File: src/rtl/core/ipv6_text_address_parser_top_assert.svh
// Assertion macros for the IPv6 text address parser.
// Included by the top level; depends on nothing else.
`ifndef IPV6_TEXT_ADDRESS_PARSER_TOP_ASSERT_SVH
`define IPV6_TEXT_ADDRESS_PARSER_TOP_ASSERT_SVH
`ifndef SYNTH
// Same-cycle implication under the given clock and active-low reset.
`define IPV6TP_ASSERT_IMPLY(label, clk, rst_n, ante, cons) \
	label: assert property (@(posedge clk) disable iff (!(rst_n)) (ante) |-> (cons)) \
		else $error("ipv6 parser assertion failed");
// Next-cycle implication under the given clock and active-low reset.
`define IPV6TP_ASSERT_NEXT(label, clk, rst_n, ante, cons) \
	label: assert property (@(posedge clk) disable iff (!(rst_n)) (ante) |=> (cons)) \
		else $error("ipv6 parser assertion failed");
`else
`define IPV6TP_ASSERT_IMPLY(label, clk, rst_n, ante, cons)
`define IPV6TP_ASSERT_NEXT(label, clk, rst_n, ante, cons)
`endif
`endif

File: src/rtl/core/ipv6tp_pkg.sv
// Package for the IPv6 text address parser: word types, item class codes
// and sizing constants. Used by every module of the block.
`default_nettype none
package ipv6tp_pkg;

	localparam int GROUP_COUNT = 8;
	localparam int HALF_GROUPS = 4;
	localparam int GROUP_W = 16;
	localparam int MAX_DIGITS = 4;
	localparam int QUEUE_DEPTH_DEF = 4;
	localparam logic [7:0] CHAR_COLON = 8'h3A;

	typedef struct packed {
		logic [7:0] char_code;
		logic       is_last;
	} ipv6tp_text_word_t;

	typedef struct packed {
		logic [63:0] addr_high;
		logic [63:0] addr_low;
		logic        parse_error;
	} ipv6tp_addr_word_t;

	typedef enum logic [1:0] {
		CLS_HEX   = 2'd0,
		CLS_COLON = 2'd1,
		CLS_OTHER = 2'd2
	} ipv6tp_class_t;

	typedef struct packed {
		ipv6tp_class_t cls;
		logic [3:0]    nibble;
		logic          last;
	} ipv6tp_item_t;

	typedef struct packed {
		logic take;
		logic fin_hold;
	} ipv6tp_back_status_t;

endpackage
`default_nettype wire

File: src/rtl/core/ipv6_text_address_parser_top.sv
// IPv6 text address parser, top level: front end, queue and back end.
// Depends on ipv6tp_pkg and ipv6_text_address_parser_top_assert.svh.
//
// The text channel (text_valid, text_stall, text_word) carries one ASCII
// character per word, with is_last set on the final character of an address.
// The address channel (addr_valid, addr_stall, addr_word) carries one word per
// address: the 128-bit value split into addr_high (group 0 on top) and
// addr_low (group 7 at the bottom), and parse_error, with a zero address on
// error. Characters not marked last produce no word.
// Throughput is one character per cycle while text_stall is low. The last
// character of an address passes from the queue into the finish registers
// (fin_valid_s2, group counts and error flag), then through address
// assembly into the output register. The parse registers handle one
// character per cycle unless the back end pauses, so they set the rate.
// When the receiver stalls, the finished address waits in the output register
// and the next address may still be assembled behind it; once that one is
// ready too, the back end pauses, the queue fills, and text_stall rises.
// Reset clears the queue, all parse state and the output valid; the block is
// ready for a new address straight out of reset.
`default_nettype none
`include "ipv6_text_address_parser_top_assert.svh"
module ipv6_text_address_parser_top import ipv6tp_pkg::*; #(
	parameter int QUEUE_DEPTH = QUEUE_DEPTH_DEF
) (
	input  wire                    clk,
	input  wire                    arst_n,
	input  wire ipv6tp_text_word_t text_word,
	input  wire                    text_valid,
	output logic                   text_stall,
	output ipv6tp_addr_word_t      addr_word,
	output logic                   addr_valid,
	input  wire                    addr_stall
);

	logic                q_full, q_push, q_valid;
	ipv6tp_item_t        front_item, q_head;
	ipv6tp_back_status_t back_status;

	ipv6tp_front u_front (
		.text_word  (text_word),
		.text_valid (text_valid),
		.text_stall (text_stall),
		.queue_full (q_full),
		.push       (q_push),
		.item       (front_item)
	);

	ipv6tp_queue #(
		.DEPTH (QUEUE_DEPTH)
	) u_queue (
		.clk        (clk),
		.arst_n     (arst_n),
		.push       (q_push),
		.push_item  (front_item),
		.pop        (back_status.take),
		.full       (q_full),
		.head_valid (q_valid),
		.head       (q_head)
	);

	ipv6tp_back u_back (
		.clk        (clk),
		.arst_n     (arst_n),
		.item       (q_head),
		.item_valid (q_valid),
		.status     (back_status),
		.addr_word  (addr_word),
		.addr_valid (addr_valid),
		.addr_stall (addr_stall)
	);

	// A rejected address never carries a partial value.
	`IPV6TP_ASSERT_IMPLY(a_error_zero_addr, clk, arst_n, addr_valid && addr_word.parse_error, addr_word.addr_high == 64'd0 && addr_word.addr_low == 64'd0)
	// An accepted character is in the queue in the next cycle.
	`IPV6TP_ASSERT_NEXT(a_queue_holds_char, clk, arst_n, text_valid && !text_stall, q_valid)
	// A held finished address means the output register is still occupied.
	`IPV6TP_ASSERT_NEXT(a_hold_keeps_output, clk, arst_n, back_status.fin_hold, addr_valid)

endmodule
`default_nettype wire

File: src/rtl/core/ipv6tp_front.sv
// Front end of the IPv6 parser: classifies each character and hands it to
// the queue. Depends on ipv6tp_pkg.
`default_nettype none
module ipv6tp_front import ipv6tp_pkg::*; (
	input  wire ipv6tp_text_word_t text_word,
	input  wire                    text_valid,
	output logic                   text_stall,
	input  wire                    queue_full,
	output logic                   push,
	output ipv6tp_item_t           item
);

	logic [7:0] c;

	assign c = text_word.char_code;
	assign text_stall = queue_full;
	assign push = text_valid && !queue_full;

	// Decimal digits carry their value in the low nibble; both letter cases
	// of a to f sit at low nibble 1 to 6, so adding nine gives 10 to 15.
	always_comb begin
		item.last = text_word.is_last;
		item.nibble = c[3:0];
		item.cls = CLS_OTHER;
		if (c >= 8'h30 && c <= 8'h39) begin
			item.cls = CLS_HEX;
		end else if ((c >= 8'h61 && c <= 8'h66) || (c >= 8'h41 && c <= 8'h46)) begin
			item.cls = CLS_HEX;
			item.nibble = c[3:0] + 4'd9;
		end else if (c == CHAR_COLON) begin
			item.cls = CLS_COLON;
		end
	end

endmodule
`default_nettype wire

File: src/rtl/core/ipv6tp_queue.sv
// Short FIFO between the classifying front end and the parsing back end.
// Depends on ipv6tp_pkg for the item type.
`default_nettype none
module ipv6tp_queue import ipv6tp_pkg::*; #(
	parameter int DEPTH = QUEUE_DEPTH_DEF
) (
	input  wire          clk,
	input  wire          arst_n,
	input  wire          push,
	input  wire          ipv6tp_item_t push_item,
	input  wire          pop,
	output logic         full,
	output logic         head_valid,
	output ipv6tp_item_t head
);

	localparam int PTR_W = (DEPTH > 1) ? $clog2(DEPTH) : 1;
	localparam int CNT_W = $clog2(DEPTH + 1);

	ipv6tp_item_t slots_q [DEPTH];
	logic [PTR_W-1:0] wr_ptr_q;
	logic [PTR_W-1:0] rd_ptr_q;
	logic [CNT_W-1:0] count_q;

	assign full = (count_q == CNT_W'(DEPTH));
	assign head_valid = (count_q != '0);
	assign head = slots_q[rd_ptr_q];

	always_ff @(posedge clk) begin
		if (push) begin
			slots_q[wr_ptr_q] <= push_item;
		end
	end

	always_ff @(posedge clk or negedge arst_n) begin
		if (!arst_n) begin
			wr_ptr_q <= '0;
			rd_ptr_q <= '0;
			count_q <= '0;
		end else begin
			if (push) begin
				wr_ptr_q <= (wr_ptr_q == PTR_W'(DEPTH - 1)) ? '0 : wr_ptr_q + 1'b1;
			end
			if (pop) begin
				rd_ptr_q <= (rd_ptr_q == PTR_W'(DEPTH - 1)) ? '0 : rd_ptr_q + 1'b1;
			end
			if (push && !pop) begin
				count_q <= count_q + 1'b1;
			end else if (pop && !push) begin
				count_q <= count_q - 1'b1;
			end
		end
	end

endmodule
`default_nettype wire

File: src/rtl/core/ipv6tp_back.sv
// Back end of the IPv6 parser: group and colon rules, group stores, address
// assembly and the output register. Depends on ipv6tp_pkg.
`default_nettype none
module ipv6tp_back import ipv6tp_pkg::*; (
	input  wire                 clk,
	input  wire                 arst_n,
	input  wire ipv6tp_item_t   item,
	input  wire                 item_valid,
	output ipv6tp_back_status_t status,
	output ipv6tp_addr_word_t   addr_word,
	output logic                addr_valid,
	input  wire                 addr_stall
);

	logic [GROUP_W-1:0] left_q [GROUP_COUNT];
	logic [GROUP_W-1:0] right_q [GROUP_COUNT];
	logic [3:0]  lc_q, rc_q;
	logic [15:0] acc_q;
	logic [2:0]  dcnt_q;
	logic        dc_q, pc_q, lcp_q, err_q;

	logic        fin_valid_s2;
	logic [3:0]  fin_lc_s2, fin_rc_s2;
	logic        fin_err_s2;

	logic              out_valid_q;
	ipv6tp_addr_word_t out_word_q;

	logic        out_free, fin_hold, take;
	logic [15:0] acc_a;
	logic [2:0]  dcnt_a;
	logic        dc_a, pc_a, lcp_a, err_a, err_c;
	logic        push_c, push_f, push, overflow, push_ok, err_b, err_final, count_bad;
	logic [3:0]  lc_n, rc_n;
	logic [4:0]  total_n;
	logic [GROUP_W-1:0] groups [GROUP_COUNT];
	ipv6tp_addr_word_t  built;

	assign out_free = !out_valid_q || !addr_stall;
	assign fin_hold = fin_valid_s2 && !out_free;
	assign take = item_valid && !fin_hold;
	assign status.take = take;
	assign status.fin_hold = fin_hold;
	assign addr_valid = out_valid_q;
	assign addr_word = out_word_q;

	// Effect of one character on the parse state.
	always_comb begin
		acc_a = acc_q;
		dcnt_a = dcnt_q;
		dc_a = dc_q;
		pc_a = pc_q;
		lcp_a = lcp_q;
		err_a = err_q;
		push_c = 1'b0;
		if (!err_q) begin
			case (item.cls)
				CLS_HEX: begin
					if (lcp_q || dcnt_q >= 3'(MAX_DIGITS)) begin
						err_a = 1'b1;
					end else begin
						acc_a = {acc_q[11:0], item.nibble};
						dcnt_a = dcnt_q + 3'd1;
						pc_a = 1'b0;
					end
				end
				CLS_COLON: begin
					pc_a = 1'b1;
					if (pc_q) begin
						if (dc_q) begin
							err_a = 1'b1;
						end else begin
							dc_a = 1'b1;
							lcp_a = 1'b0;
						end
					end else if (dcnt_q == 3'd0) begin
						lcp_a = 1'b1;
					end else begin
						push_c = 1'b1;
					end
				end
				default: begin
					err_a = 1'b1;
				end
			endcase
		end
	end

	// End-of-text checks, the group push and the group count rule. A final
	// colon that closes a group is a lone trailing colon, even after a
	// double colon.
	always_comb begin
		push_f = 1'b0;
		err_c = 1'b0;
		if (item.last && !err_a) begin
			if (pc_a) begin
				err_c = !dc_a || (rc_q != 4'd0) || push_c;
			end else if (dcnt_a != 3'd0) begin
				push_f = 1'b1;
			end else begin
				err_c = 1'b1;
			end
		end
		push = push_c || push_f;
		overflow = ({1'b0, lc_q} + {1'b0, rc_q}) >= 5'(GROUP_COUNT);
		push_ok = push && !overflow;
		err_b = err_a || err_c || (push && overflow);
		lc_n = lc_q + 4'(push_ok && !dc_a);
		rc_n = rc_q + 4'(push_ok && dc_a);
		total_n = {1'b0, lc_n} + {1'b0, rc_n};
		count_bad = dc_a ? (total_n >= 5'(GROUP_COUNT)) : (total_n != 5'(GROUP_COUNT));
		err_final = err_b || count_bad;
	end

	// Groups before the double colon fill upward; groups after it shift in at
	// the bottom so they already sit at their final places.
	always_ff @(posedge clk) begin
		if (take && push_ok) begin
			if (dc_a) begin
				for (int j = 0; j < GROUP_COUNT - 1; j++) begin
					right_q[j] <= right_q[j+1];
				end
				right_q[GROUP_COUNT-1] <= acc_a;
			end else begin
				left_q[lc_q[2:0]] <= acc_a;
			end
		end
	end

	always_ff @(posedge clk or negedge arst_n) begin
		if (!arst_n) begin
			lc_q <= '0;
			rc_q <= '0;
			acc_q <= '0;
			dcnt_q <= '0;
			dc_q <= 1'b0;
			pc_q <= 1'b0;
			lcp_q <= 1'b0;
			err_q <= 1'b0;
		end else if (take) begin
			if (item.last) begin
				lc_q <= '0;
				rc_q <= '0;
				acc_q <= '0;
				dcnt_q <= '0;
				dc_q <= 1'b0;
				pc_q <= 1'b0;
				lcp_q <= 1'b0;
				err_q <= 1'b0;
			end else begin
				lc_q <= lc_n;
				rc_q <= rc_n;
				acc_q <= push ? 16'd0 : acc_a;
				dcnt_q <= push ? 3'd0 : dcnt_a;
				dc_q <= dc_a;
				pc_q <= pc_a;
				lcp_q <= lcp_a;
				err_q <= err_b;
			end
		end
	end

	always_ff @(posedge clk or negedge arst_n) begin
		if (!arst_n) begin
			fin_valid_s2 <= 1'b0;
		end else if (take && item.last) begin
			fin_valid_s2 <= 1'b1;
		end else if (out_free) begin
			fin_valid_s2 <= 1'b0;
		end
	end

	always_ff @(posedge clk) begin
		if (take && item.last) begin
			fin_lc_s2 <= lc_n;
			fin_rc_s2 <= rc_n;
			fin_err_s2 <= err_final;
		end
	end

	always_comb begin
		for (int k = 0; k < GROUP_COUNT; k++) begin
			if (4'(k) < fin_lc_s2) begin
				groups[k] = left_q[k];
			end else if ((5'(k) + {1'b0, fin_rc_s2}) >= 5'(GROUP_COUNT)) begin
				groups[k] = right_q[k];
			end else begin
				groups[k] = '0;
			end
		end
		built.addr_high = '0;
		built.addr_low = '0;
		built.parse_error = fin_err_s2;
		if (!fin_err_s2) begin
			for (int k = 0; k < HALF_GROUPS; k++) begin
				built.addr_high[(HALF_GROUPS-1-k)*GROUP_W +: GROUP_W] = groups[k];
				built.addr_low[(HALF_GROUPS-1-k)*GROUP_W +: GROUP_W] = groups[k+HALF_GROUPS];
			end
		end
	end

	always_ff @(posedge clk or negedge arst_n) begin
		if (!arst_n) begin
			out_valid_q <= 1'b0;
		end else if (out_free) begin
			out_valid_q <= fin_valid_s2;
		end
	end

	always_ff @(posedge clk) begin
		if (out_free && fin_valid_s2) begin
			out_word_q <= built;
		end
	end

endmodule
`default_nettype wire
File: config.mk
export PLATFORM = sky130hd
export DESIGN_NAME = ipv6_text_address_parser_top
export DESIGN_NICKNAME = d
export VERILOG_FILES = /design/src/rtl/core/ipv6tp_pkg.sv /design/src/rtl/core/ipv6_text_address_parser_top.sv /design/src/rtl/core/ipv6tp_front.sv /design/src/rtl/core/ipv6tp_queue.sv /design/src/rtl/core/ipv6tp_back.sv
export VERILOG_INCLUDE_DIRS = /design/src /design/src/rtl/core
export SDC_FILE = /design/constraint.sdc
export NUM_CORES = 1
export LEC_CHECK = 0
export BUFFER_PORTS_ARGS = -buffer_cell sky130_fd_sc_hd__buf_2
export CAP_MARGIN = 10
export CORE_MARGIN = 2
export CORE_UTILIZATION = 40
export CTS_CLUSTER_SIZE = 14
export DETAILED_ROUTE_END_ITERATION = 7
export GPL_TIMING_DRIVEN = 0
export PLACE_DENSITY = 0.63
export SKIP_CTS_REPAIR_TIMING = 1
export SLEW_MARGIN = 25
export SYNTH_ARGS = -nofsm -noshare
export SYNTH_HDL_FRONTEND = slang
export SYNTH_SLANG_ARGS = --single-unit
File: constraint.sdc
create_clock -name clk -period 14.2 [get_ports clk]
set_clock_uncertainty 0.1 [all_clocks]
set_input_delay 0.71 -clock clk [delete_from_list [all_inputs] [get_ports clk]]
set_output_delay 0.71 -clock clk [all_outputs]
set_load 0.1 [all_outputs]
Word level (Yosys, flattened, before mapping)
Memory sizes are Yosys's and may differ from the RTL's.
Index checks and enable logic that the tools add are counted.

storage, ports and cells
  register bits after elaboration = 178
  memory bits (writable) = 284
  input bits = 13
  output and inout bits = 131
  word-level logic and storage cells = 195
  memories kept = 3

cells by class
  add/sub/neg operators = 17
  magnitude comparators = 25
  equal/unequal tests = 8
  multiplexer cells = 78
  reduce and logical (&&, ||, !) cells = 45

memories
  memory           words  width  read ports  clocked after memory_dff  wr ports  line                RTL
  u_back.left_q    8      16     8           0                         1         ipv6tp_back.sv:15   logic [GROUP_W-1:0] left_q [GROUP_COUNT];
  u_back.right_q   8      16     8           0                         8         ipv6tp_back.sv:16   logic [GROUP_W-1:0] right_q [GROUP_COUNT];
  u_queue.slots_q  4      7      1           0                         1         ipv6tp_queue.sv:20  ipv6tp_item_t slots_q [DEPTH];

operators with widths
  kind                   number
  $mux W16               21
  $ge A5 B4 Y1 const B   9
  $mux W1                39
  $mux W3                7
  $add A3 B4 Y5 const A  4
  $ge A8 B7 Y1 const B   2
  $le A8 B7 Y1 const B   2
  $logic_and A1 B1 Y1    16
  $lt A3 B4 Y1 const A   4
  $mux W4                4
  $add A2 B4 Y5 const A  2
  $add A4 B4 Y5          2
  $logic_not A1 Y1       10
  $mux W2                5
  $logic_or A1 B1 Y1     9
  $reduce_bool A3 Y1     3
  $add A4 B1 Y4          2
  $eq A8 B6 Y1 const B   1
  $ge A8 B6 Y1 const B   1
  $le A8 B6 Y1 const B   1
  $lt A1 B4 Y1 const A   2
  $lt A2 B4 Y1 const A   2
  $add A3 B1 Y3 const B  2
  $reduce_bool A2 Y1     3
  other kinds (17)       20

Depth between registers and ports, before layout
Gate-level depths: netlist of run 1.

  word-level depth = 17
  mapped depth = 19
  gate-level depth less buffers = 16

By module
A second synthesis of run 1 with hierarchy kept.

unflattened totals
  cell total of the unflattened synthesis = 1085
  area total of the unflattened synthesis = 17553.1 sq um

by module, submodules not included
  module        times used  cells each  area each (sq um)  seq. area each (sq um)
  ipv6tp_back   1           984         15895.2            12657.1
  ipv6tp_queue  1           74          1428.9             1016.0
  ipv6tp_front  1           27          229.0              0.0

Worst setup path before layout of run 1
No wires, ideal clock.

  path type = register -> register
  from = register u_back.out_valid_q, in the netlist u_back.addr_valid
  to = register u_back.out_word_q (netlist bit u_back.addr_word[0]) (enable)
  library setup time = 0.815 ns
  data arrival time = 10.228 ns
  data required time = 13.285 ns
  path slack = 3.057 ns
  cell stages (with the launch flop) = 2
  buffers on the path = 0
  clock period less this slack = 11.143 ns
  cells stage by stage = dfrtp_1 a21boi_0

on the way
  cells in the longest elaborated chain, start to end = 3

RTL lines
  item                      line                RTL
  start: declaration        ipv6tp_back.sv:26   logic out_valid_q;
  start signal: assignment  ipv6tp_back.sv:206  out_valid_q <= fin_valid_s2;
  $logic_not A1 Y1          ipv6tp_back.sv:39   assign out_free = !out_valid_q || !addr_stall;
  $logic_or A1 B1 Y1        ipv6tp_back.sv:39
  $logic_and A1 B1 Y1       ipv6tp_back.sv:211  if (out_free && fin_valid_s2) begin
  end signal: assignment    ipv6tp_back.sv:212  out_word_q <= built;
  end: declaration          ipv6tp_back.sv:27   ipv6tp_addr_word_t out_word_q;

Every way passes these cells.
A chain may end at the register's enable or synchronous reset.

Final worst setup path of run 1
  from = register u_back.lc_q[1]
  to = register u_back.fin_err_s2, data pin

on the way
  cells in the longest elaborated chain, start to end = 10
  elaborated cells between the ends (all ways) = 15
  those cells by class = add/sub (4); order compare (2); eq/ne (1); mux (1); reduce/logical (7)

RTL lines
  item                                                 line                RTL
  start: declaration                                   ipv6tp_back.sv:17   logic [3:0] lc_q, rc_q;
  start signal: assignment                             ipv6tp_back.sv:151  lc_q <= lc_n;
  $add A4 B4 Y5 (*)                                    ipv6tp_back.sv:105  overflow = ({1'b0, lc_q} + {1'b0, rc_q}) >= 5'(GROUP_COUNT);
  $ge A5 B4 Y1 (*)                                     ipv6tp_back.sv:105
  $logic_not A1 Y1 (*)                                 ipv6tp_back.sv:106  push_ok = push && !overflow;
  $logic_and A1 B1 Y1 (*)                              ipv6tp_back.sv:106
  $logic_and A1 B1 Y1 (*)                              ipv6tp_back.sv:109  rc_n = rc_q + 4'(push_ok && dc_a);
  $add A4 B1 Y4 (*)                                    ipv6tp_back.sv:109
  via u_back.rc_n[1]                                   ipv6tp_back.sv:34   logic [3:0] lc_n, rc_n;
  $add A4 B4 Y5 (*)                                    ipv6tp_back.sv:110  total_n = {1'b0, lc_n} + {1'b0, rc_n};
  $ge A5 B4 Y1 / $ne A5 B4 Y1 (equally long branches)  ipv6tp_back.sv:111  count_bad = dc_a ? (total_n >= 5'(GROUP_COUNT)) : (total_n != 5'(GROUP_COUNT));
  $mux W1 (*)                                          ipv6tp_back.sv:111
  $logic_or A1 B1 Y1 (*)                               ipv6tp_back.sv:112  err_final = err_b || count_bad;
  via u_back.err_final                                 ipv6tp_back.sv:33   logic push_c, push_f, push, overflow, push_ok, err_b, err_final, count_bad;
  end signal: assignment                               ipv6tp_back.sv:177  fin_err_s2 <= err_final;
  end: declaration                                     ipv6tp_back.sv:24   logic fin_err_s2;

Mark *: on every way through the listed nets, which the timed path passes. The rest lies on a longest branch.

==> impl_metrics.tcl, run 1 <==
set metrics [dict create \
    status "complete, but fails checks" \
    violations "hold timing" \
    critical_path.cell_chain "inv_1 > fa_1 > and4_1 > o21ai_0 > clkbuf_1 > nor3_1 > ha_1 > ha_1 > xor2_1 > ha_1 > a21oi_1 > xnor3_1 > or4b_1 > mux2_2 > o22ai_1 > nand4b_1" \
    cts_max_path_buffers 3 \
    detail_route.wl_per_cell_um 18.6 \
    ys_async_sr_fraction_pct 8.66 \
    final_gp_congestion 0.846 \
    htreeDepth 2 \
    post-synth-top-count-cell "edfxtp_1" \
    synth-main-ff-cell "edfxtp_1" \
    critPathCaptureType "flip-flop" \
    antenna-diode-count 0 \
    wire_length_of_the_first_global_routing_pass_mm 55.3 \
    placeableCoreArea_um2 43300 \
    largest_net_degree_at_the_start_of_global_routing 41 \
    required_time_reported_for_the_critical_path_endpoint_ns 14.38 \
    slew_headroom_pct 36.9 \
    clkLatencyLatePin_ns 0.59 \
    rsz0062_at_grt "no" \
    critical-path-max-stage-delay_ns 0.77 \
    globalRoute.totalOverflow 0 \
    ir_worst_vdd_v 0.000137 \
    yosysSeqAreaShare_pct 77.7 \
    firstDrtPassIters 5 \
    post_dp_hpwl_mm 26.5 \
    drt_first_iter_violations 691 \
    critPathLaunchType "flip-flop" \
    clock-root-buffer "clkbuf_16" \
    ios 144 \
    cts.sinks 462 \
    final_min_period_over_clock_period_pct 39.7 \
    die_area_um2 45700 \
    min_delay_path_class "in2async" \
    die_w_um 214 \
    cap_violations 0 \
    synth_cell_type_count 60 \
    wl_mm 36.0 \
    finalCriticalPeriod_ns 5.63 \
    die_height_um 214 \
    final-hold-violation-count 8 \
    fin_tns_setup_ns 0 \
    mappedNetlistNets 1136 \
    yosys-top-cells-count "edfxtp_1 (422), nor2_1 (97), a22oi_1 (81), nand2_1 (79)" \
    grt_use_total_pct 16.0 \
    synth-edff-count 422 \
    cp_common_cell "ha_1" \
    final-max-slew-violation-count 0 \
    numCtsBuffers 47 \
    post_route_cells_drive_above_1_share_pct 21.2 \
    synth.top_cell.area_share_pct 72.0 \
    area_growth_synth_to_finish_pct 19.0 \
    route.detailed.vias_per_inst 5.06 \
    postSynthRegisterBits 462 \
    post-layout-total-power_mw 4.67 \
    design.final.nets 1357 \
    grt_pass1_vias 9902 \
    syn_area_um2 17600 \
    power.static_leakage_nw 7.58 \
    vias 9807 \
    tritoncts_clock_tree "yes" \
    critical_path_arrival_ns 5.81 \
    max_freq_mhz 178 \
    initial_antenna_violation_count 0 \
    rows 76 \
    clkTransAtPathRegs_ns 0.06 \
    post-route-cell-area_um2 21000 \
    timing.final.setup_violations 0 \
    powerDensity_nw_per_um2 223 \
    gate_count_of_the_mapped_netlist 1098 \
    criticalPathCategory "reg2reg" \
    dpl-instance-area_um2 19500 \
    hold_worst_slack_ns -0.00519 \
    num-fill-cells 3647 \
    critical_path.slowest_cell "clkbuf_1" \
    critPathMaxFanout 10 \
    synth_top_cells_by_area "edfxtp_1 (72%), dfrtp_1 (5.7%), a22oi_1 (3.5%)" \
    initial_core_utilization_pct 40.7 \
    drt.antenna.violating_nets 0 \
    port_buffers 143 \
    post-route-drc-count 0 \
    yosys_warnings 0 \
    syn-mean-instance-area_um2 16.0 \
    yosys.area.top_type "edfxtp_1" \
    worst_pin_slew_ns 0.947 \
]
-- per-stage QoR --
step | cells | util (%) | setup WS [ns]
6_report | 1940 | 48.4 | 8.57
2_1_floorplan | 1098 | - | 3.06
3_3_place_gp | 1826 | 44.0 | -0.674
4_1_cts | 1940 | 48.4 | 8.64
3_5_place_dp | 1855 | 45.0 | 8.70
5_1_grt | 1940 | 48.4 | 8.33
-- registers in the layout, summed over array words and instances, names as in the netlist --
register and flops:
u_back.acc_q 16, u_back.fin_err_s2 1, u_back.right_q 128, u_back.dcnt_q 3, u_back.addr_valid 1, u_back.err_q 1, u_queue.slots_q 28, u_queue.rd_ptr_q 2
u_back.addr_word 129, u_back.rc_q 4, u_queue.wr_ptr_q 2, u_back.fin_valid_s2 1, u_back.fin_rc_s2 4, u_queue.count_q 3, u_back.fin_lc_s2 4, u_back.lcp_q 1
u_back.lc_q 4, u_back.left_q 128, u_back.pc_q 1, u_back.dc_q 1
-- power by group --
part,leakage [nW],internal [mW],switching (mW)
Sequential,4.54,1.71,0.0762
Clock,0.714,0.662,0.510
Combinational,2.33,0.336,1.38
Total,7.58,2.70,1.96
-- cell families (layout without fill, tap and decap cells) --
family	count (synthesis)	in the layout	share of synthesized area, %
compound gates	204	204	7.88
xor+xnor	11	11	0.626
fa+ha+maj	27	27	1.98
buf+inv	77	334	1.89
flops	462	462	77.7
mux	28	28	2.26
simple gates	289	289	7.70
-- worst paths after layout --
kind                                            start                    end  slack [ns]  cells past startpoint
max in group asynchronous                      arst_n     u_queue.count_q[0]       13.61                      1
worst min register to register  u_back.right_q[1][16]   u_back.right_q[1][0]        0.33                      0
worst max register to register         u_back.lc_q[1]      u_back.fin_err_s2        8.57                     16
worst max-delay path                   u_back.lc_q[1]      u_back.fin_err_s2        8.57                     16
min in group clk                         text_word[0]  u_queue.slots_q[1][0]        0.25                      1
worst min-delay path                           arst_n       u_back.acc_q[13]      -0.005                      1
-- placed cells by master (no fill, tap or decap), types with 4 or more instances in the layout --
cell type	n
edfxtp_1	422
buf_2	147
nor2_1	97
a22oi_1	81
nand2_1	79
clkbuf_1	60
a21oi_1	59
nand3_1	59
clkbuf_16	47
dfrtp_1	40
ha_1	23
o21ai_0	20
buf_4	19
mux2_2	19
inv_1	17
a22o_1	17
clkinv_1	9
buf_6	8
nor3_1	8
a21o_1	8
clkinv_2	8
xnor2_1	7
and2_1	6
mux4_1	5
nor4_4	5
buf_16	5
or2_2	4
and3_1	4
-- area by class of cell --
type	count	area (um^2)	share of cell area [%]
clock inverter	24	230	1.10
buffer	59	265	1.27
tap	585	732	3.49
clock buffer	61	1250	5.96
multi-input combinational	559	3670	17.5
timing repair buffer	172	1060	5.05
inverter	18	67.6	0.323
sequential	462	13700	65.3
-- critical path: cells and delay by family, from the launching register on --
| kind | cells | cell delay (ns) |
|---|---|---|
| flip-flops | 1 | 0.53 |
| buffers and inverters | 2 | 0.95 |
| XOR/XNOR | 2 | 0.43 |
| AND/OR/NAND/NOR | 4 | 0.96 |
| AO/OA/AOI/OAI | 3 | 0.82 |
| adder cells (fa/ha/maj) | 4 | 1.25 |
| multiplexers | 1 | 0.27 |
-- per-layer routing --
| layer | track usage, % | vias to the layer above | wire length, um |
|---|---|---|---|
| met5 | 0 | - | 0 |
| met4 | 6.82 | 0 | 1290 |
| met3 | 2.90 | 78 | 1640 |
| met2 | 27.2 | 249 | 17800 |
| met1 | 20.3 | 4817 | 15300 |
| li1 | - | 4663 | - |
Note: power is estimated with default switching activity, not from simulation.
==> run 2: changes to the inputs <==
--- a/config.mk
+++ b/config.mk
@@ -6,6 +6,7 @@
 export SDC_FILE = /design/constraint.sdc
 export NUM_CORES = 1
 export LEC_CHECK = 0
+export ABC_AREA = 1
 export BUFFER_PORTS_ARGS = -buffer_cell sky130_fd_sc_hd__buf_2
 export CAP_MARGIN = 10
 export CORE_MARGIN = 2
@@ -13,7 +14,7 @@
 export CTS_CLUSTER_SIZE = 14
 export DETAILED_ROUTE_END_ITERATION = 7
 export GPL_TIMING_DRIVEN = 0
-export PLACE_DENSITY = 0.63
+export PLACE_DENSITY = 0.65
 export SKIP_CTS_REPAIR_TIMING = 1
 export SLEW_MARGIN = 25
 export SYNTH_ARGS = -nofsm -noshare
==> constraint.sdc (replaced) <==
create_clock -name clk -period 4.8 [get_ports clk]
set_clock_uncertainty 0.1 [all_clocks]
set_input_delay 0.24 -clock clk [delete_from_list [all_inputs] [get_ports clk]]
set_output_delay 0.24 -clock clk [all_outputs]
set_load 0.1 [all_outputs]
==> run 2 against run 1 <==
Against the previous run:
- the flow still finishes with violations (hold timing)
- worst hold slack got worse by 0.017 ns
- via count rose by 11%
- flip-flop and latch count did not move
- combinational power rose to 3.1 times the previous value
- final area is 1.2% higher
- core utilization fell by 0.36 points
- die area is 1.5% higher
- synthesized cell count grew 20%
- critical path type unchanged
- critical endpoint unchanged
- largest cell class unchanged
==> impl_metrics.tcl, run 2 <==
set metrics [dict create \
    clkLatencyLatePin_ns 0.57 \
    critPathCaptureType "flip-flop" \
    synth-edff-count 422 \
    wire_length_of_the_first_global_routing_pass_mm 61.1 \
    grt_use_total_pct 17.2 \
    finalCriticalPeriod_ns 3.99 \
    critical_path.slowest_cell "dfrtp_1" \
    design.final.nets 1569 \
    mappedNetlistNets 1355 \
    critPathTopFamily "simple AND/OR/NAND/NOR gates" \
    detail_route.wl_per_cell_um 18.5 \
    rsz0062_at_grt "no" \
    gate_count_of_the_mapped_netlist 1317 \
    cap_violations 0 \
    timing.final.setup_violations 0 \
    final_gp_congestion 0.836 \
    drt.antenna.violating_nets 0 \
    post-route-drc-count 0 \
    post-route-cell-area_um2 21200 \
    port_buffers 143 \
    sequential_cell_area_um2 13700 \
    yosysSeqAreaShare_pct 76.5 \
    grt_pass1_vias 10700 \
    htreeDepth 2 \
    fin_tns_setup_ns 0 \
    status "complete, but fails checks" \
    vias 10900 \
    route.layer.met1.wl_mm 17.1 \
    rows 77 \
    powerDensity_nw_per_um2 663 \
    syn_area_um2 17900 \
    slew_headroom_pct 37.8 \
    largest_net_degree_at_the_start_of_global_routing 41 \
    drt_first_iter_violations 1152 \
    synth_cell_type_count 42 \
    largest_register_ffs 129 \
    dr_wl_met3_mm 2.80 \
    post_dp_hpwl_mm 28.5 \
    globalRoute.totalOverflow 0 \
    initial_antenna_violation_count 0 \
    area_growth_synth_to_finish_pct 18.7 \
    die_area_um2 46400 \
    met2RoutedLength_mm 19.2 \
    most-common-layout-cells "edfxtp_1 (422), nand2_1 (223), buf_2 (145)" \
    cp_common_cell "nand2_1" \
    critical_path_arrival_ns 4.21 \
    num-fill-cells 3882 \
    synth-main-ff-cell "edfxtp_1" \
    yosys.area.top_type "edfxtp_1" \
    critPathMaxFanout 9 \
    route.detailed.vias_per_inst 5.04 \
    initial_core_utilization_pct 40.5 \
    final-max-slew-violation-count 0 \
    layout.cells.most_common "edfxtp_1" \
    post_route_cells_drive_above_1_share_pct 18.1 \
    clock-root-buffer "clkbuf_16" \
    cts_max_path_buffers 3 \
    ys_async_sr_fraction_pct 8.66 \
    critPathLaunchType "flip-flop" \
    dpl-instance-area_um2 19700 \
    post-synth-top-count-cell "edfxtp_1" \
    yosys-top-cells-count "edfxtp_1 (422), nand2_1 (225), a21oi_1 (113), o21ai_0 (99), nand3_1 (88)" \
    highest_layer "met4" \
    fin_ws_ns 0.811 \
    postSynthRegisterBits 462 \
    firstDrtPassIters 6 \
    final-hold-violation-count 2 \
    clkTransAtPathRegs_ns 0.06 \
    placement.setup.worst_slack_ns 0.820 \
    syn-mean-instance-area_um2 13.6 \
    post-layout-total-power_mw 14.1 \
    yosys_warnings 0 \
    critical-path-max-stage-delay_ns 0.39 \
    ir_worst_vdd_v 0.000437 \
    power.static_leakage_nw 7.92 \
    synth_top_cells_by_area "edfxtp_1 (71%), dfrtp_1 (5.6%), nand2_1 (4.7%)" \
    cts.sinks 462 \
    max_freq_mhz 251 \
    area_of_the_multi_input_gates_um2 3750 \
    tritoncts_clock_tree "yes" \
    final_min_period_over_clock_period_pct 83.1 \
    placeableCoreArea_um2 44100 \
    criticalPathCategory "reg2reg" \
    hold_worst_slack_ns -0.0217 \
    ios 144 \
    wl_mm 40.0 \
    numCtsBuffers 46 \
    die_height_um 215 \
    dpl.cell_count 2072 \
    instances_no_fill 2158 \
    antenna-diode-count 0 \
    setup.reg_to_reg.worst_slack_ns 0.81 \
    synth.top_cell.area_share_pct 70.9 \
    violations "hold timing" \
    required_time_reported_for_the_critical_path_endpoint_ns 5.02 \
    path_buf_inv 3 \
    die_w_um 215 \
    worst_pin_slew_ns 0.932 \
    min_delay_path_class "in2reg" \
]
[run 2: cell types whose count changed in the layout (fill, tap and decap cells not counted), sizes merged, moves of 33 or more]
| cell | previous run | this run |
|---|---|---|
| o21ai | 20 | 107 |
| a22oi | 81 | 16 |
| a21oi | 59 | 113 |
| inv | 17 | 84 |
| nand2 | 80 | 228 |
| nand3 | 59 | 92 |
[run 2: where the power goes]
group          internal, mW  total, mW  switching, mW
Combinational         0.899       5.34           4.45
Clock                  1.95       3.41           1.46
Sequential             5.10       5.30          0.199
[run 2: final timing paths]
| path | cells past startpoint | start | endpoint |
|---|---|---|---|
| min | 5 | text_valid | u_queue.wr_ptr_q[1] |
| min in group asynchronous | 2 | arst_n | u_queue.wr_ptr_q[1] |
| max reg2reg | 26 | u_queue.rd_ptr_q[1] | u_back.fin_err_s2 |
| max | 26 | u_queue.rd_ptr_q[1] | u_back.fin_err_s2 |
| max in group asynchronous | 2 | arst_n | u_back.acc_q[10] |
| min reg2reg | 0 | u_back.right_q[0][47] | u_back.right_q[0][31] |
[run 2: per-layer routing]
metal	global-route usage [%]	vias up
li1	-	5162
met1	23.4	5251
met2	28.3	395
met3	3.44	60
met4	4.64	0
met5	0	-
[run 2: layout make-up]
type	instances	share of cell area, %
plain buffers	57	1.13
clock buffers	54	5.67
clock inverters	29	1.04
inverters	86	1.56
multi-input cells	712	17.7
flip-flops and latches	462	64.5
well taps	592	3.49
repair buffers	166	4.96
[run 2: cells by family after synthesis]
family                   synth area share [%]
adder cells (fa/ha/maj)                  1.84
XOR/XNOR                                0.441
AO/OA/AOI/OAI                            7.20
buffers and inverters                    3.12
multiplexers                           0.0630
AND/OR/NAND/NOR                          10.8
flip-flops                               76.5
[run 2: per-stage QoR]
stage | util [%] | hold WS, ns
finish | 48.1 | -0.0217
global route | 48.1 | 0.0265
CTS | 48.0 | -0.272
detailed placement | 44.7 | 0.332
global placement | 43.9 | 0.332
floorplan | - | -0.156
[run 2: worst min-delay path, cell delays in order]
cell and delay, ns:
buf_2 0.10, inv_1 0.04, nor2_1 0.09, nand2_1 0.07
o21ai_0 0.07
==> run 3: changes to the inputs <==
--- a/config.mk
+++ b/config.mk
@@ -6,7 +6,7 @@
 export SDC_FILE = /design/constraint.sdc
 export NUM_CORES = 1
 export LEC_CHECK = 0
-export ABC_AREA = 1
+export ABC_AREA = 0
 export BUFFER_PORTS_ARGS = -buffer_cell sky130_fd_sc_hd__buf_2
 export CAP_MARGIN = 10
 export CORE_MARGIN = 2
==> constraint.sdc (replaced) <==
create_clock -name clk -period 3.3 [get_ports clk]
set_clock_uncertainty 0.1 [all_clocks]
set_input_delay 0.165 -clock clk [delete_from_list [all_inputs] [get_ports clk]]
set_output_delay 0.165 -clock clk [all_outputs]
set_load 0.1 [all_outputs]
==> run 3 against run 2 <==
Against the previous run:
- the run ends with hold timing, setup timing left
- first-iteration DRC count decreased by 32%
- global-route usage decreased by 1.1 points
- register-to-register slack got worse by 2.2 ns
- sequential share of layout area decreased by 3.5 points
- maximum frequency decreased by 15%
- worst hold slack improved by 0.015 ns
- core utilization increased by 3.8 points
- wire length decreased by 5.0%
- count of clock-buffer cells in the layout increased by 2
==> impl_metrics.tcl, run 3 (synthesized netlist as in run 1, its figures left out) <==
set metrics [dict create \
    drt.antenna.violating_nets 0 \
    finalCriticalPeriod_ns 4.71 \
    criticalPathCategory "reg2reg" \
    detail_route.wl_per_cell_um 18.7 \
    port_buffers 143 \
    grt_use_total_pct 16.1 \
    post_route_cells_drive_above_1_share_pct 27.8 \
    die_w_um 214 \
    clock-root-buffer "clkbuf_16" \
    hold-path-cell-count 3 \
    hold_path.startpoint "text_word[2]" \
    timing.final.setup_violations 113 \
    wire_length_of_the_first_global_routing_pass_mm 55.4 \
    ios 144 \
    worst_pin_slew_ns 0.739 \
    post-route-cell-area_um2 22400 \
    cts_max_path_buffers 3 \
    violations "hold timing, setup timing" \
    design.final.nets 1444 \
    sequential_cell_area_um2 13700 \
    critical_path.cell_chain "buf_6 > mux4_2 > buf_6 > o311a_1 > o211ai_2 > a31oi_2 > buf_6 > nor3b_4 > ha_2 > ha_4 > xor2_2 > ha_2 > a21oi_2 > xnor3_1 > or4b_4 > mux2_4 > o22ai_2 > nand4b_1" \
    initial_antenna_violation_count 0 \
    critPathCaptureType "flip-flop" \
    status "complete, but fails checks" \
    wl_mm 38.0 \
    power.static_leakage_nw 8.28 \
    powerDensity_nw_per_um2 936 \
    largest_net_degree_at_the_start_of_global_routing 41 \
    die_area_um2 45700 \
    rows 76 \
    layout.cells.most_common "edfxtp_1" \
    rsz0062_at_grt "yes" \
    largest_register_ffs 129 \
    cts.sinks 462 \
    cp_common_cell "buf_6" \
    path_buf_inv 3 \
    antenna-diode-count 0 \
    critical-path-max-stage-delay_ns 0.51 \
    post-route-drc-count 0 \
    fin_tns_setup_ns -23.99 \
    die_height_um 214 \
    r2r-start "u_queue.rd_ptr_q[0]" \
    final_min_period_over_clock_period_pct 143 \
    critPathTopFamily "compound AO/OA/AOI/OAI gates" \
    min_delay_path_class "in2reg" \
    vias 10200 \
    post_dp_hpwl_mm 26.6 \
    numCtsBuffers 47 \
    most-common-layout-cells "edfxtp_1 (422), buf_2 (144), nor2_1 (97)" \
    placeableCoreArea_um2 43300 \
    timing.critical_path.from "u_queue.rd_ptr_q[0]" \
    final-hold-violation-count 7 \
    ir_worst_vdd_v 0.000635 \
    area_growth_synth_to_finish_pct 27.4 \
    critical_path.slowest_cell "mux4_2" \
    r2r_end "u_back.fin_err_s2" \
    tritoncts_clock_tree "yes" \
    grt_pass1_vias 10000 \
    htreeDepth 2 \
    globalRoute.totalOverflow 0 \
    slew_headroom_pct 50.8 \
    final_gp_congestion 0.850 \
    dpl-instance-area_um2 19500 \
    placement.setup.worst_slack_ns -2.09 \
    critPathLaunchType "flip-flop" \
    initial_core_utilization_pct 40.7 \
    route.detailed.vias_per_inst 5.04 \
    required_time_reported_for_the_critical_path_endpoint_ns 3.50 \
    final_util_pct 51.8 \
    firstDrtPassIters 5 \
    clkTransAtPathRegs_ns 0.06 \
    critical_path_arrival_ns 4.91 \
    clkLatencyLatePin_ns 0.59 \
    num-fill-cells 3456 \
    hold_worst_slack_ns -0.00642 \
    drt_first_iter_violations 783 \
    area_of_the_multi_input_gates_um2 3820 \
    setup.reg_to_reg.worst_slack_ns -1.41 \
    final-max-slew-violation-count 0 \
    capture_endpoint_of_the_worst_hold_path "u_queue.slots_q[3][4]" \
    critPathMaxFanout 6 \
    cap_violations 0 \
    fin_ws_ns -1.41 \
    max_freq_mhz 212 \
    worst_r2r_path_depth 18 \
]
[run 3: worst min-delay path, stage by stage]
cell	delay, ns
buf_2	0.13
nand3_1	0.07
a21o_1	0.17
[run 3: per-stage QoR]
step	cells	power (mW)	hold slack, ns
after floorplan	1098	13.6	-0.231
after global placement	1826	14.9	0.272
after detailed placement	1855	15.2	0.281
after CTS	1942	20.9	-0.335
after global routing	2029	21.9	0.0117
final	2029	21.0	-0.00642
[run 3: report_power, final]
part	switching, mW	total, mW	internal, mW
logic	6.00	7.60	1.60
registers	0.327	7.67	7.34
clock network	2.20	5.73	3.53
total	8.53	21.0	12.5
[run 3: final cells by class]
class                           count  area share (%)
Multi-Input combinational cell    559            17.0
Sequential cell                   462            61.0
Tap cell                          585            3.26
Clock inverter                     31            2.02
Inverter                           18           0.301
Buffer                             59            1.21
Clock buffer                       56            5.48
Timing Repair Buffer              259            9.69
[run 3: worst max path at each step]
stage / slack, ns / endpoint / cells past startpoint
CTS: -2.11 / u_back.fin_err_s2 / 16
global placement: -5.34 / u_back.right_q[0][27] / 8
global route: -1.56 / u_back.fin_err_s2 / 19
floorplan: -3.27 / u_back.right_q[0][0] / 8
finish: -1.41 / u_back.fin_err_s2 / 18
detailed placement: -2.09 / u_back.fin_err_s2 / 16
[run 3: routing by layer]
layer	part of all wire (%)	track usage (%)	up-vias
met3	5.7	3.98	83
met1	41	19.7	5002
met2	51	27.8	299
met4	3.0	5.29	0
met5	0	0	-
li1	-	-	4848
